`config.mk`:
```
export PLATFORM = sky130hd
export DESIGN_NAME = lsg_front
export DESIGN_NICKNAME = d
export VERILOG_FILES = /design/src/rtl/lod_select_and_geomorph_core_defines.svh /design/src/rtl/lsg_pkg.sv /design/src/rtl/lsg_front.sv
export SDC_FILE = /design/constraint.sdc
export NUM_CORES = 1
export LEC_CHECK = 0
export ABC_AREA = 1
export BUFFER_PORTS_ARGS = -buffer_cell sky130_fd_sc_hd__buf_2
export CAP_MARGIN = 30
export CORE_MARGIN = 4
export CORE_UTILIZATION = 41
export DETAILED_ROUTE_END_ITERATION = 8
export PLACE_DENSITY = 0.65
export SYNTH_ARGS = -nofsm -noshare
export SYNTH_HDL_FRONTEND = slang
export SYNTH_SLANG_ARGS = --single-unit
```
`constraint.sdc`:
```
create_clock -name clk -period 11.26 [get_ports clk]
set_input_delay 1.126 -clock clk [delete_from_list [all_inputs] [get_ports clk]]
set_output_delay 1.126 -clock clk [all_outputs]
set_load 0.01 [all_outputs]
```
`src/rtl/lod_select_and_geomorph_core_defines.svh`:
```
// Assertion macros shared by the block's modules.
`ifndef LOD_SELECT_AND_GEOMORPH_CORE_DEFINES_SVH
`define LOD_SELECT_AND_GEOMORPH_CORE_DEFINES_SVH
// Implication checked in the same cycle.
`define LSG_ASSERT_IMP(label, ante, cons, msg) \
  label: assert property (@(posedge clk) disable iff (rst) ante |-> cons) else $error(msg);
// Implication checked in the cycle after the antecedent.
`define LSG_ASSERT_NEXT(label, ante, cons, msg) \
  label: assert property (@(posedge clk) disable iff (rst) ante |=> cons) else $error(msg);
`endif

```
`src/rtl/lsg_pkg.sv`:
```
`timescale 1ns / 1ps
package lsg_pkg;
  localparam int MAX_LEVELS_DEF = 16;
  localparam int DIST_W = 24;
  localparam int POS_W = 24;
  localparam int CFG_W = 16;
  localparam int CNT_REG_W = 5;
  localparam int IDX_W = 2;
  localparam int LEVEL_W = 4;
  localparam int MORPH_W = 17;
  localparam int SNAP_QW = 23;
  localparam int QDEPTH = 4;
  localparam int BIAS_FLOOR = 4;
  localparam logic [CNT_REG_W-1:0] LEVEL_COUNT_RST = 5'd8;
  localparam logic [CFG_W-1:0] DISTANCE_BIAS_RST = 16'd4096;
  localparam logic [CFG_W-1:0] GRID_STRIDE_RST = 16'd256;

  typedef enum logic [IDX_W-1:0] {
    REG_LEVEL_COUNT   = 2'd0,
    REG_DISTANCE_BIAS = 2'd1,
    REG_GRID_STRIDE   = 2'd2
  } cfg_reg_t;

  typedef struct packed {
    logic [CNT_REG_W-1:0] level_count;
    logic [CFG_W-1:0]     distance_bias;
    logic [CFG_W-1:0]     grid_stride;
  } cfg_t;

  function automatic logic [CFG_W-1:0] bias_floor(input logic [CFG_W-1:0] b);
    return (b < CFG_W'(BIAS_FLOOR)) ? CFG_W'(BIAS_FLOOR) : b;
  endfunction
endpackage

```
`src/rtl/lsg_front.sv`:
```
`timescale 1ns / 1ps
module lsg_front #(
  parameter int MAX_LEVELS = lsg_pkg::MAX_LEVELS_DEF
) (
  input  logic                                clk,
  input  logic                                rst,
  input  lsg_pkg::cfg_t                       cfg,
  input  logic                                in_valid,
  output logic                                in_stall,
  input  logic [lsg_pkg::DIST_W-1:0]          distance,
  input  logic signed [lsg_pkg::POS_W-1:0]    pos_x,
  input  logic signed [lsg_pkg::POS_W-1:0]    pos_z,
  input  logic                                full,
  output logic                                push,
  output logic [lsg_pkg::DIST_W-1:0]          q_dist,
  output logic signed [lsg_pkg::POS_W-1:0]    q_px,
  output logic signed [lsg_pkg::POS_W-1:0]    q_pz,
  output logic [$clog2(MAX_LEVELS)-1:0]       q_lvl,
  output logic                                q_last
);
  import lsg_pkg::*;

  localparam int LW = $clog2(MAX_LEVELS);
  localparam int CW = $clog2(MAX_LEVELS + 1);
  localparam int NK = MAX_LEVELS - 1;

  logic [CW-1:0] count;
  logic [CFG_W-1:0] bias;
  logic adv;
  logic [NK-1:0] ge;
  logic [LW-1:0] lvl_c;
  logic last_c;

  logic f1_valid, f2_valid;
  logic [DIST_W-1:0] f1_dist;
  logic signed [POS_W-1:0] f1_px, f1_pz;
  logic [NK-1:0] f1_ge;

  always_comb begin
    if (int'(cfg.level_count) > MAX_LEVELS) begin
      count = CW'(MAX_LEVELS);
    end else begin
      count = CW'(cfg.level_count);
    end
    bias = bias_floor(cfg.distance_bias);
    for (int k = 1; k <= NK; k++) begin
      ge[k-1] = ({distance, 1'b0} >= (DIST_W + 1)'(k * int'(bias))) && (k < int'(count));
    end
  end

  always_comb begin
    lvl_c = '0;
    for (int k = 1; k <= NK; k++) begin
      if (f1_ge[k-1]) begin
        lvl_c = LW'(k);
      end
    end
    last_c = (count == '0) || (CW'(lvl_c) == count - 1'b1);
  end

  assign adv      = !f2_valid || !full;
  assign in_stall = !adv;
  assign push     = f2_valid && !full;

  always_ff @(posedge clk) begin
    if (rst) begin
      f1_valid <= 1'b0;
      f2_valid <= 1'b0;
    end else if (adv) begin
      f1_valid <= in_valid;
      f2_valid <= f1_valid;
    end
  end

  always_ff @(posedge clk) begin
    if (adv) begin
      f1_dist <= distance;
      f1_px   <= pos_x;
      f1_pz   <= pos_z;
      f1_ge   <= ge;
      q_dist  <= f1_dist;
      q_px    <= f1_px;
      q_pz    <= f1_pz;
      q_lvl   <= lvl_c;
      q_last  <= last_c;
    end
  end
endmodule

```
==> flow_summary.toml <==
[cts]
cts_resized = 0
cts_made_buffers = 17
cts_buffer_depth = 2
cts.sinks = 166
insertion_delay_ps = 410
cts_tree = "done"
cts.clk_slew.worst_paths_ps = 60
hold_buffers = 0
h-tree-depth = 4
cts_setup_buffers = 0
clockRootBuffer = "clkbuf_16"

[critical_path]
crit_slowest_cell = "fa_1"
critPathCaptureType = "flip-flop"
crit_arrival_ps = 7620
critPathLaunchType = "input pin"
path_class = "in2reg"
worstPathRequired_ps = 11410
cp_num_buf_inv = 6
crit_path_max_fanout = 10
critPathMaxStageDelay_ps = 660
critical-path-top-delay-family = "simple AND/OR/NAND/NOR gates"

[floorplan]
fp.dieH_um = 218
rows = 76
core-area_mm2 = 0.0433
die_w_um = 218
initial_core_util_pct = 41.7
io-pin-count = 192
die_area_mm2 = 0.0475

[sta]
fin_skew_ps = 7.70
layout_setup_ws_ps = 3790
finalCritPeriodShare_pct = 66.4
max_slew_margin_pct = 32.5
fin_crit_ps = 7470
max_freq_ghz = 0.134
finalHoldViolCount = 0
max_slew.worst_pin.slew_ps = 1000
tns_ps = 0
finalSetupViolations = 0
slew_violations = 0
grt_setup_unrepaired = "no"

[routing]
vias = 15268
drt-initial-drc-count = 1083
wirelength_mm = 52.5
ant_nets = 0
routedWlPerCell_um = 18.9
remaining_drc_errors = 0
via_per_inst = 5.50
dr.pass1.iters = 7

[placement]
placed_cell_area_mm2 = 0.0197
post-place-ws_ps = 3380
io_buffer_count = 175
dp_cells = 2744
globalplace.congestion = 1.00
dp_hpwl_mm = 41.8

[yosys]
synth_ff_type = "edfxtp_1"
synth_fp_nets = 2569
synth.most_common_cell = "ha_1"
synthTopCellsByCount = "ha_1 (393), nand2_1 (303), inv_1 (282)"
synth_area_mm2 = 0.0181
yosysWarnings = 0
syn_inst = 1990
ys_types = 51
synth_area_leader_cell = "edfxtp_1"
synth_seq_area_share_pct = 27.5
synthArstFlopShare_pct = 0
synth_top_area_share_pct = 27.3
ys_ff_latch = 166
synth_area_leaders = "edfxtp_1 (27%), ha_1 (27%), fa_1 (8.1%), nand2_1 (6.3%), inv_1 (5.9%)"
synth-edff-count = 164
syn_area_per_cell_um2 = 9.07

[global_route]
grt_pass1_vias = 15169
grtUsageTotal_pct = 21.6
grt_pass1_wl_mm = 80.6
grt_max_degree = 86
grt_overflow = 0
antenna_found_initial = 0

[power_and_ir_drop]
power.clock.fraction_pct = 20.5
swShare_pct = 41.4
p_int_mw = 1.65
powerDensity_mw_per_mm2 = 139
max-vdd-ir-drop_mv = 0.108
comb_power_share_pct = 53.0
p_leak_nw = 9.81
pwr-share-seq_pct = 26.4
switchingPower_mw = 1.16

[layout]
final_util_pct = 46.9
area_growth_pct = 12.4
final_nets = 2758
fin_cells = 2777
drive_above_1_share_pct = 11.2
fin_area_mm2 = 0.0203
diodes = 0

[worst_hold_path]
hold_class = "reg2reg"

[status]
outcome = "completed"

[run]
maxCapViolCount = 0
power by group through the flow:
stage / clock network, mW / registers (mW) / logic, mW
final: 0.578 / 0.743 / 1.49
after global routing: 0.624 / 0.747 / 1.68
after CTS: 0.594 / 0.744 / 1.48
after detailed placement: 0 / 0.757 / 1.47
after global placement: 0 / 0.755 / 1.42
after floorplan: 0 / 0.771 / 1.04
path summary, 6_finish.rpt:
check / from / end / slack [ps] / cells past startpoint
setup / recovery: cfg[24] / f1_ge[14] / 3790 / 27
hold / removal: f1_dist[18] / q_dist[18] / 410 / 0
setup reg to reg: f2_valid / q_dist[4] / 8960 / 4
hold reg to reg: f1_dist[18] / q_dist[18] / 410 / 0
sequential cells by signal (all words and copies together), names as in the netlist:
register  count
q_dist       24
f1_px        24
f1_dist      24
q_last        1
f1_ge        15
q_pz         24
f1_valid      1
f2_valid      1
q_px         24
f1_pz        24
q_lvl         4
placed cells by master (no fill, tap or decap), types with 12 or more instances in the layout:
| cell type | Yosys | final |
|---|---|---|
| ha_1 | 393 | 393 |
| nand2_1 | 303 | 302 |
| inv_1 | 282 | 282 |
| a21oi_1 | 206 | 206 |
| buf_2 | 1 | 175 |
| edfxtp_1 | 164 | 164 |
| nor2_1 | 111 | 111 |
| fa_1 | 73 | 73 |
| o21ai_0 | 66 | 66 |
| nand3_1 | 61 | 61 |
| xor2_1 | 59 | 59 |
| xnor2_1 | 40 | 40 |
| nor3_1 | 36 | 36 |
| nand4_1 | 36 | 36 |
| clkbuf_16 | 0 | 17 |
| a31oi_1 | 15 | 15 |
| o21ai_1 | 13 | 13 |
| o2111ai_1 | 12 | 12 |
| nor4_1 | 12 | 12 |
stage by stage:
stage | power [mW] | hold WS [ps]
6_report | 2.81 | 415
5_1_grt | 3.05 | 414
4_1_cts | 2.82 | 415
3_5_place_dp | 2.23 | 405
3_3_place_gp | 2.17 | 400
2_1_floorplan | 1.82 | 400
worst register-to-register path, cell delays in order, from the launching register on:
cell and delay (ps):
dfxtp_1 330, nand2_4 70, buf_4 280, buf_16 320
buf_4 850
layout make-up:
cell class	instances	area, um2
Multi-Input combinational cell	1528	12000
Clock inverter	15	178
Inverter	284	1070
Fill cell	4112	23000
Clock buffer	17	425
Timing Repair Buffer	182	948
Tap cell	585	732
Sequential cell	166	4960
per-layer routing:
layer,part of all wire [%],track usage [%]
met3,6.7,2.90
met5,0,0
met1,43,28.2
met4,3.8,7.84
met2,46,36.7
kinds of logic after synthesis:
| group | synth area share, % |
|---|---|
| AND/OR/NAND/NOR | 13.4 |
| adder cells (fa/ha/maj) | 35.3 |
| AO/OA/AOI/OAI | 12.9 |
| XOR/XNOR | 4.80 |
| flip-flops | 27.5 |
| buffers and inverters | 6.16 |
Note: power is estimated with default switching activity, not from simulation.
