## config.mk

```make
export PLATFORM = sky130hd
export DESIGN_NAME = lsg_queue
export DESIGN_NICKNAME = d
export VERILOG_FILES = /design/src/rtl/lsg_pkg.sv /design/src/rtl/lsg_queue.sv
export VERILOG_INCLUDE_DIRS = /design/src /design/src/rtl
export SDC_FILE = /design/constraint.sdc
export NUM_CORES = 1
export LEC_CHECK = 0
export ABC_AREA = 1
export BUFFER_PORTS_ARGS = -buffer_cell sky130_fd_sc_hd__buf_2
export CORE_ASPECT_RATIO = 0.7
export CORE_MARGIN = 4
export CORE_UTILIZATION = 25
export DETAILED_ROUTE_END_ITERATION = 7
export GPL_TIMING_DRIVEN = 1
export PLACE_DENSITY_LB_ADDON = 0.08
export REMOVE_ABC_BUFFERS = 1
export SLEW_MARGIN = 20
export SYNTH_ARGS = -nofsm -noshare
export SYNTH_HDL_FRONTEND = slang
export SYNTH_SLANG_ARGS = --single-unit
```

## constraint.sdc

```tcl
create_clock -name clk -period 1.9 [get_ports clk]
set_clock_uncertainty 0.2 [all_clocks]
set_input_delay 0.38 -clock clk [delete_from_list [all_inputs] [get_ports clk]]
set_output_delay 0.38 -clock clk [all_outputs]
set_load 0.02 [all_outputs]
```

## src/rtl/lod_select_and_geomorph_core_defines.svh

```systemverilog
// Assertion macros shared by the block's modules.
`ifndef LOD_SELECT_AND_GEOMORPH_CORE_DEFINES_SVH
`define LOD_SELECT_AND_GEOMORPH_CORE_DEFINES_SVH
// Implication checked in the same cycle.
`define LSG_ASSERT_IMP(label, ante, cons, msg) \
  label: assert property (@(posedge clk) disable iff (rst) ante |-> cons) else $error(msg);
// Implication checked in the cycle after the antecedent.
`define LSG_ASSERT_NEXT(label, ante, cons, msg) \
  label: assert property (@(posedge clk) disable iff (rst) ante |=> cons) else $error(msg);
`endif

```

## src/rtl/lsg_pkg.sv

```systemverilog
`timescale 1ns / 1ps
package lsg_pkg;
  localparam int MAX_LEVELS_DEF = 16;
  localparam int DIST_W = 24;
  localparam int POS_W = 24;
  localparam int CFG_W = 16;
  localparam int CNT_REG_W = 5;
  localparam int IDX_W = 2;
  localparam int LEVEL_W = 4;
  localparam int MORPH_W = 17;
  localparam int SNAP_QW = 23;
  localparam int QDEPTH = 4;
  localparam int BIAS_FLOOR = 4;
  localparam logic [CNT_REG_W-1:0] LEVEL_COUNT_RST = 5'd8;
  localparam logic [CFG_W-1:0] DISTANCE_BIAS_RST = 16'd4096;
  localparam logic [CFG_W-1:0] GRID_STRIDE_RST = 16'd256;

  typedef enum logic [IDX_W-1:0] {
    REG_LEVEL_COUNT   = 2'd0,
    REG_DISTANCE_BIAS = 2'd1,
    REG_GRID_STRIDE   = 2'd2
  } cfg_reg_t;

  typedef struct packed {
    logic [CNT_REG_W-1:0] level_count;
    logic [CFG_W-1:0]     distance_bias;
    logic [CFG_W-1:0]     grid_stride;
  } cfg_t;

  function automatic logic [CFG_W-1:0] bias_floor(input logic [CFG_W-1:0] b);
    return (b < CFG_W'(BIAS_FLOOR)) ? CFG_W'(BIAS_FLOOR) : b;
  endfunction
endpackage

```

## src/rtl/lsg_queue.sv

```systemverilog
`timescale 1ns / 1ps
`include "lod_select_and_geomorph_core_defines.svh"
module lsg_queue #(
  parameter int W     = 8,
  parameter int DEPTH = lsg_pkg::QDEPTH
) (
  input  logic         clk,
  input  logic         rst,
  input  logic         push,
  input  logic [W-1:0] wdata,
  input  logic         pop,
  output logic [W-1:0] rdata,
  output logic         full,
  output logic         empty
);
  localparam int AW = $clog2(DEPTH);

  logic [W-1:0] mem [DEPTH];
  logic [AW-1:0] wp, rp;
  logic [AW-1:0] rp_next;
  logic [AW:0] count;

  assign full    = count == (AW + 1)'(DEPTH);
  assign empty   = count == '0;
  assign rp_next = pop ? rp + 1'b1 : rp;

  always_ff @(posedge clk) begin
    if (rst) begin
      wp    <= '0;
      rp    <= '0;
      count <= '0;
    end else begin
      if (push) begin
        wp <= wp + 1'b1;
      end
      if (pop) begin
        rp <= rp + 1'b1;
      end
      count <= count + (AW + 1)'(push) - (AW + 1)'(pop);
    end
  end

  always_ff @(posedge clk) begin
    if (push) begin
      mem[wp] <= wdata;
    end
  end

  always_ff @(posedge clk) begin
    if (push && (wp == rp_next)) begin
      rdata <= wdata;
    end else begin
      rdata <= mem[rp_next];
    end
  end

  `LSG_ASSERT_IMP(a_no_overflow, push, !full, "queue push while full")
  `LSG_ASSERT_IMP(a_no_underflow, pop, !empty, "queue pop while empty")
  `LSG_ASSERT_NEXT(a_fill_track, push && !pop, !empty, "queue lost a pushed word")
endmodule

```

==> metrics, run 1 <==
drt pass-1 iters 4; Routed wire per std cell 11.78 um; post-synthesis area per instance 11.48 um2; # IOs 22; Worst-Margin Slew 0.4095 ns; vias in the first global route 999; clock transition at the registers of the reported paths roughly 0.08 ns; number of DRC markers in iteration 0 26; clock power share between 30% and 40%; worst vdd ir 0.2899 mV; Startpoint Class flop; fin. max-slew vios 0; R2R depth 7; initial core utilization 26.67%; Synth Instances 150; hold slack final 0.1026 ns; global route total overflow 0; pre-CTS WS approximately 0.020 ns; Synth area leaders edfxtp_1, dfxtp_1, inv_1, nand2_1, ha_1; Comb power frac 17.6%; H-tree lvl count 2; Num Clock Sinks 41; Hold Path Depth 1; Setup WS post-layout 0.06969 ns; Final Setup Violations 0; area of the mapped netlist 0.001722 mm2; CTS Hold Bufs 0; routed via count 1020; Port Buf Inserts 21; CP required about 1.3 ns; Seq cells post-synth 41; final core occ approximately 32%; PwrDens 1012 mW/mm2; area leader, netlist edfxtp_1; post-CTS setup buffers 0; Tmin final 1.830 ns; Worst-Skew Late Latency between 0.2 and 0.3 ns; post-synthesis sequential area ratio 66.28%; DIE HEIGHT a little under 80 um; WL final 3158 um; gr usage total under 10%; Switching Share 25.92%; largest net degree at the start of global routing 33; Setup TNS Final 0 ns; arrival time worst endpoint around 1.3 ns; Hold WC Path Type input port to flop; share of total power in sequential cells between 50% and 60%; Avg Vias per Cell 3.806; cell at the root of the clock tree clkbuf_8; maximum clock insertion buffer count 2; CORE AREA 0.006456 mm2; area grow syn2layout 20.06%; layout cells sized above 1 19.77%; first-pass GRT wire length 4871 um; Die Area 0.008299 mm2; chip width 107.2 um; post-detail-place hpwl 2096 um; share of the synthesized area in the top cell type 55.81%; Tcrit/Tclk final 96.33%; Unique masters post-synth 17; CTS Buf Count 5; maximum fanout along the worst path 16; # resized after CTS 0; initial antenna violation count 0; internal power between 1.5 and 2 mW; Lkg Pwr 0.8983 nW; Routability Congestion just over 0.7; Setup CP Type flop to primary output; # rows 24; fmax approximately 0.55 GHz; CTS tree done; Final nets 196; Max-slew headroom ~73%; Ys Warns 0; Hold Vio Cnt, Final 0; Setup crit end kind primary output; number of diodes 0; MaxCap Viol Count 0; Switching Power 0.5422 mW; Residual DRC 0; r2r setup slk around 0.15 ns; Final ANT Viol Nets 0; status complete, no violations
## placed cells by master, fill, tap and decap left out, types with 2 or more instances in the layout
| cell type | count |
|---|---|
| nor2_1 | 7 |
| inv_1 | 33 |
| a21oi_1 | 9 |
| nor3_1 | 2 |
| clkbuf_8 | 5 |
| o21ai_0 | 7 |
| a21oi_2 | 2 |
| buf_4 | 6 |
| edfxtp_1 | 32 |
| o21ai_1 | 3 |
| o211ai_1 | 8 |
| nand2_1 | 24 |
| ha_1 | 6 |
| buf_2 | 17 |
| dfxtp_1 | 8 |
## critical path, stage by stage (launching register included)
cell	delay (ns)
dfxtp_2	0.35
buf_12	0.15
a21oi_1	0.13
o21ai_0	0.09
nand2_1	0.08
buf_2	0.16
## synth_stat cells
library cell  instances
buf_4                 1
dfxtp_1               9
a21oi_1              10
xor2_1                1
o21ai_0               8
nor2_1                7
nand3_1               1
fa_1                  1
edfxtp_1             32
o211ai_1              8
nor3_1                2
a21oi_2               1
nand2_1              24
o21ai_1               2
buf_6                 4
inv_1                33
ha_1                  6
## power by group through the flow
stage          registers (mW)  clock network [mW]  logic (mW)
2_1_floorplan            1.08                   0       0.207
3_3_place_gp             1.07                   0       0.346
3_5_place_dp             1.07                   0       0.353
4_1_cts                  1.05               0.684       0.354
5_1_grt                  1.06               0.723       0.413
6_report                 1.05               0.671       0.369
## layer usage
layer / GRT usage [%] / vias up / share of wire, %
li1: - / 541 / -
met1: 9.881 / 463 / 50
met5: 0 / - / 0
met3: 2.819 / 2 / 4.2
met4: 3.065 / 0 / 0.73
met2: 11.80 / 14 / 45
## logic make-up (layout without fill, tap and decap cells)
kind of cell,after synthesis,after routing,share of synthesized area [%]
DFF,41,41,66.28
adders and majority gates,7,7,5.523
xor gates and xnor gates,1,1,0.5088
buffers and inverters,38,65,10.25
AOI/OAI and AO/OA,29,29,9.812
and+or+nand+nor,34,34,7.631
## state kept, by name (all words and copies together), names as in the netlist, named ones only
signal and cells:
mem 32, count 3, rp 2, wp 2
## cell type report
class,count,area [um2]
fillers,659,4389
flip-flops and latches,41,1142
multi-input cells,71,407.9
well taps,91,113.9
clock inverters,2,35.03
clock buffers,5,68.82
repair buffers,25,175.2
inverters,33,123.9
## stage by stage
step | instances | total power [mW] | instance area [um2]
after floorplan | 145 | 1.290 | 1669
after global placement | 260 | 1.416 | 1923
after detailed placement | 260 | 1.423 | 1923
after CTS | 267 | 2.088 | 2027
after global routing | 268 | 2.197 | 2067
final | 268 | 2.091 | 2067
## worst paths after layout
| path | from | end |
|---|---|---|
| worst max-delay path | flop | rdata[0] |
| worst min-delay path | wdata[3] | mem[0][3] |
| worst max register to register | count[0] | count[2] |
| worst min register to register | rp[1] | flop |
Note: power is estimated with default switching activity, not from simulation.
==> run 2: changes to the inputs <==
--- a/config.mk
+++ b/config.mk
@@ -6,7 +6,6 @@
 export SDC_FILE = /design/constraint.sdc
 export NUM_CORES = 1
 export LEC_CHECK = 0
-export ABC_AREA = 1
 export BUFFER_PORTS_ARGS = -buffer_cell sky130_fd_sc_hd__buf_2
 export CORE_ASPECT_RATIO = 0.7
 export CORE_MARGIN = 4
==> run 2 against run 1 <==
The flow now finishes with violations (setup timing). Hold slack got worse by 0.0029 ns. Clock power shrank 18%. Global-route usage rose by 0.20 points. Non-clock buffer count grew 3. Fmax is 9.5% lower. Die area is 6.5% lower. Combinational power up 15%. Core utilization is 0.57 points higher. Critical endpoint is now rdata[4]. Largest power group unchanged.
==> metrics, run 2 <==
max reg flops 32; Seq cells post-synth 41; Final ANT Viol Nets 0; initial antenna violation count 0; final core occ 32.59%; Worst-Margin Slew 0.2338 ns; CP required 1.32 ns; initial core utilization 25.72%; Num Clock Sinks 41; simple-gate area share of the yosys netlist 4.851%; CTS tree done; status finished, violations left; Adder-Cell Fraction of Synth Area ~6%; gr usage total 7.892%; maximum fanout along the worst path 8; Synth area leaders edfxtp_1, dfxtp_1, mux4_2, ha_1, and2_1; Synth Instances 84; DIE HEIGHT roughly 75 um; Port Buf Inserts 21; PwrDens 1007 mW/mm2; most frequent cells in the layout edfxtp_1, buf_2, mux4_2, dfxtp_1, buf_6; layout cells sized above 1 38.14%; Max-slew headroom 84.41%; fill count 607; commonest non-fill, non-tap cell in the layout edfxtp_1; number of DRC markers in iteration 0 8; Lkg Pwr 0.7533 nW; area leader, netlist edfxtp_1; Unique masters post-synth 21; Setup CP Type flop to primary output; Die Area about 0.0078 mm2; post-detail-place hpwl roughly 2000 um; drt pass-1 iters 4; share of the synthesized area in the top cell type 60.09%; pre-CTS WS -0.001560 ns; post-synthesis area per instance between 15 and 20 um2; Ys Warns 0; worst vdd ir ~0.24 mV; Tcrit/Tclk final 106.4%; maximum clock insertion buffer count 2; most flop-heavy register mem; vias in the first global route 834; hold endpoint mem[0][3]; Hold Path Depth 1; WL final 2824 um; cell at the root of the clock tree clkbuf_8; hold slack final 0.09972 ns; R2R depth 7; fin. max-slew vios 0; area grow syn2layout 26.68%; Hold Vio Cnt, Final 0; RSZ-0062 raised after global routing true; Worst-Skew Late Latency 0.29 ns; Final Setup Violations 8; worst hold start wdata[3]; arrival time worst endpoint 1.44 ns; number of diodes 0; # rows 24; largest net degree at the start of global routing 14; Routability Congestion between 0.6 and 0.7; count leader, synth edfxtp_1; global route total overflow 0; Startpoint Class flop; r2r endpoint count[2]; Residual DRC 0; Routed wire per std cell 14.41 um; first-pass GRT wire length 4409 um; DP Area 0.001888 mm2; post-synthesis sequential area ratio 71.36%; Tmin final approximately 2.0 ns; Compound-Gate Fraction of Synth Area less than 1%; final instance area 0.002026 mm2; largest family of logic cells by synthesized area multiplexers; CTS Buf Count 5; H-tree lvl count 2; MaxCap Viol Count 0; Setup TNS Final -0.8531 ns; Setup crit end kind primary output; Hold WC Path Type input port to flop; Post-Synth XOR/XNOR Area 2.582%; clock transition at the registers of the reported paths 0.08 ns; failing checks setup timing; fraction of registers with async set or reset after synthesis 0%; chip width slightly above 100 um; Setup WS post-layout -0.1214 ns; Largest regs mem x32, count x3; area of the mapped netlist 0.001599 mm2; r2r setup slk 0.11 ns; top post-synthesis cells by count edfxtp_1, dfxtp_1, mux4_2; mux contribution to synthesized area a little under an eighth; reg2reg start count[0]; dominant synthesized flop cell edfxtp_1; CORE AREA ~0.0062 mm2; number of synthesized flops with an enable pin 32; Final nets 136; routed via count 777; # IOs 22; fmax between 0.4 and 0.5 GHz; Avg Vias per Cell 3.964
## run 2: changes by cell type in the layout (fill, tap and decap cells not counted), sizes merged, moves of 2 or more
| cell | change |
|---|---|
| and2 | +4 |
| a21oi | -10 |
| inv | -27 |
| o21ai | -10 |
| nor2b | +3 |
| nor2 | -4 |
| mux4 | +8 |
| clkinv | +2 |
| o211ai | -8 |
| buf | +4 |
| nand2 | -23 |
## run 2: cell type report
type / instances / area, um2 / area share, %
multi-input cells: 35 / 419.2 / 20.69
clock buffers: 5 / 68.82 / 3.397
flip-flops and latches: 41 / 1142 / 56.39
inverters: 6 / 22.52 / 1.112
clock inverters: 3 / 17.52 / 0.8647
well taps: 78 / 97.59 / 4.818
repair buffers: 28 / 257.7 / 12.72
## run 2: how the worst max path moves through the flow
| stage | startpoint | to |
|---|---|---|
| finish | flop | rdata[4] |
| global route | flop | rdata[6] |
| detailed placement | pop | count[2] |
| floorplan | flop | rdata[0] |
| global placement | pop | count[2] |
| CTS | flop | rdata[4] |
## run 2: critical path, cell delays in order (launching register included)
cell and delay, ns:
dfxtp_2 0.35, buf_12 0.14, mux4_2 0.52, buf_6 0.15
## run 2: stage by stage
step / cells / power, mW
after floorplan: 82 / 1.324
after CTS: 196 / 2.088
after global routing: 196 / 2.149
after detailed placement: 188 / 1.476
after global placement: 188 / 1.465
final: 196 / 2.039
## run 2: logic make-up after synthesis
logic type,after synthesis
xor+xnor,3
buf+inv,8
fa+ha+maj,7
simple gates,14
mux,9
compound gates,2
flops,41
## run 2: repair_timing
item / in CTS / in global routing
gates resized for setup: 17 / 0
setup endpoints to repair: 8 / 8
buffers inserted: 0 / 0
hold buffers: 0 / 0
## run 2: metal layers
layer | global-route usage [%] | up-vias | wire length (um)
met4 | 3.540 | 0 | 38
li1 | - | 378 | -
met5 | 0 | - | 0
met1 | 9.511 | 380 | 1281
met2 | 12.90 | 15 | 1368
met3 | 3.085 | 4 | 136
## run 2: power breakdown
| group | leakage (nW) | internal [mW] | switching [mW] | total [mW] |
|---|---|---|---|---|
| registers | 0.369 | 1.03 | 0.0318 | 1.06 |
| clock network | 0.0455 | 0.254 | 0.298 | 0.552 |
| logic | 0.339 | 0.229 | 0.194 | 0.423 |
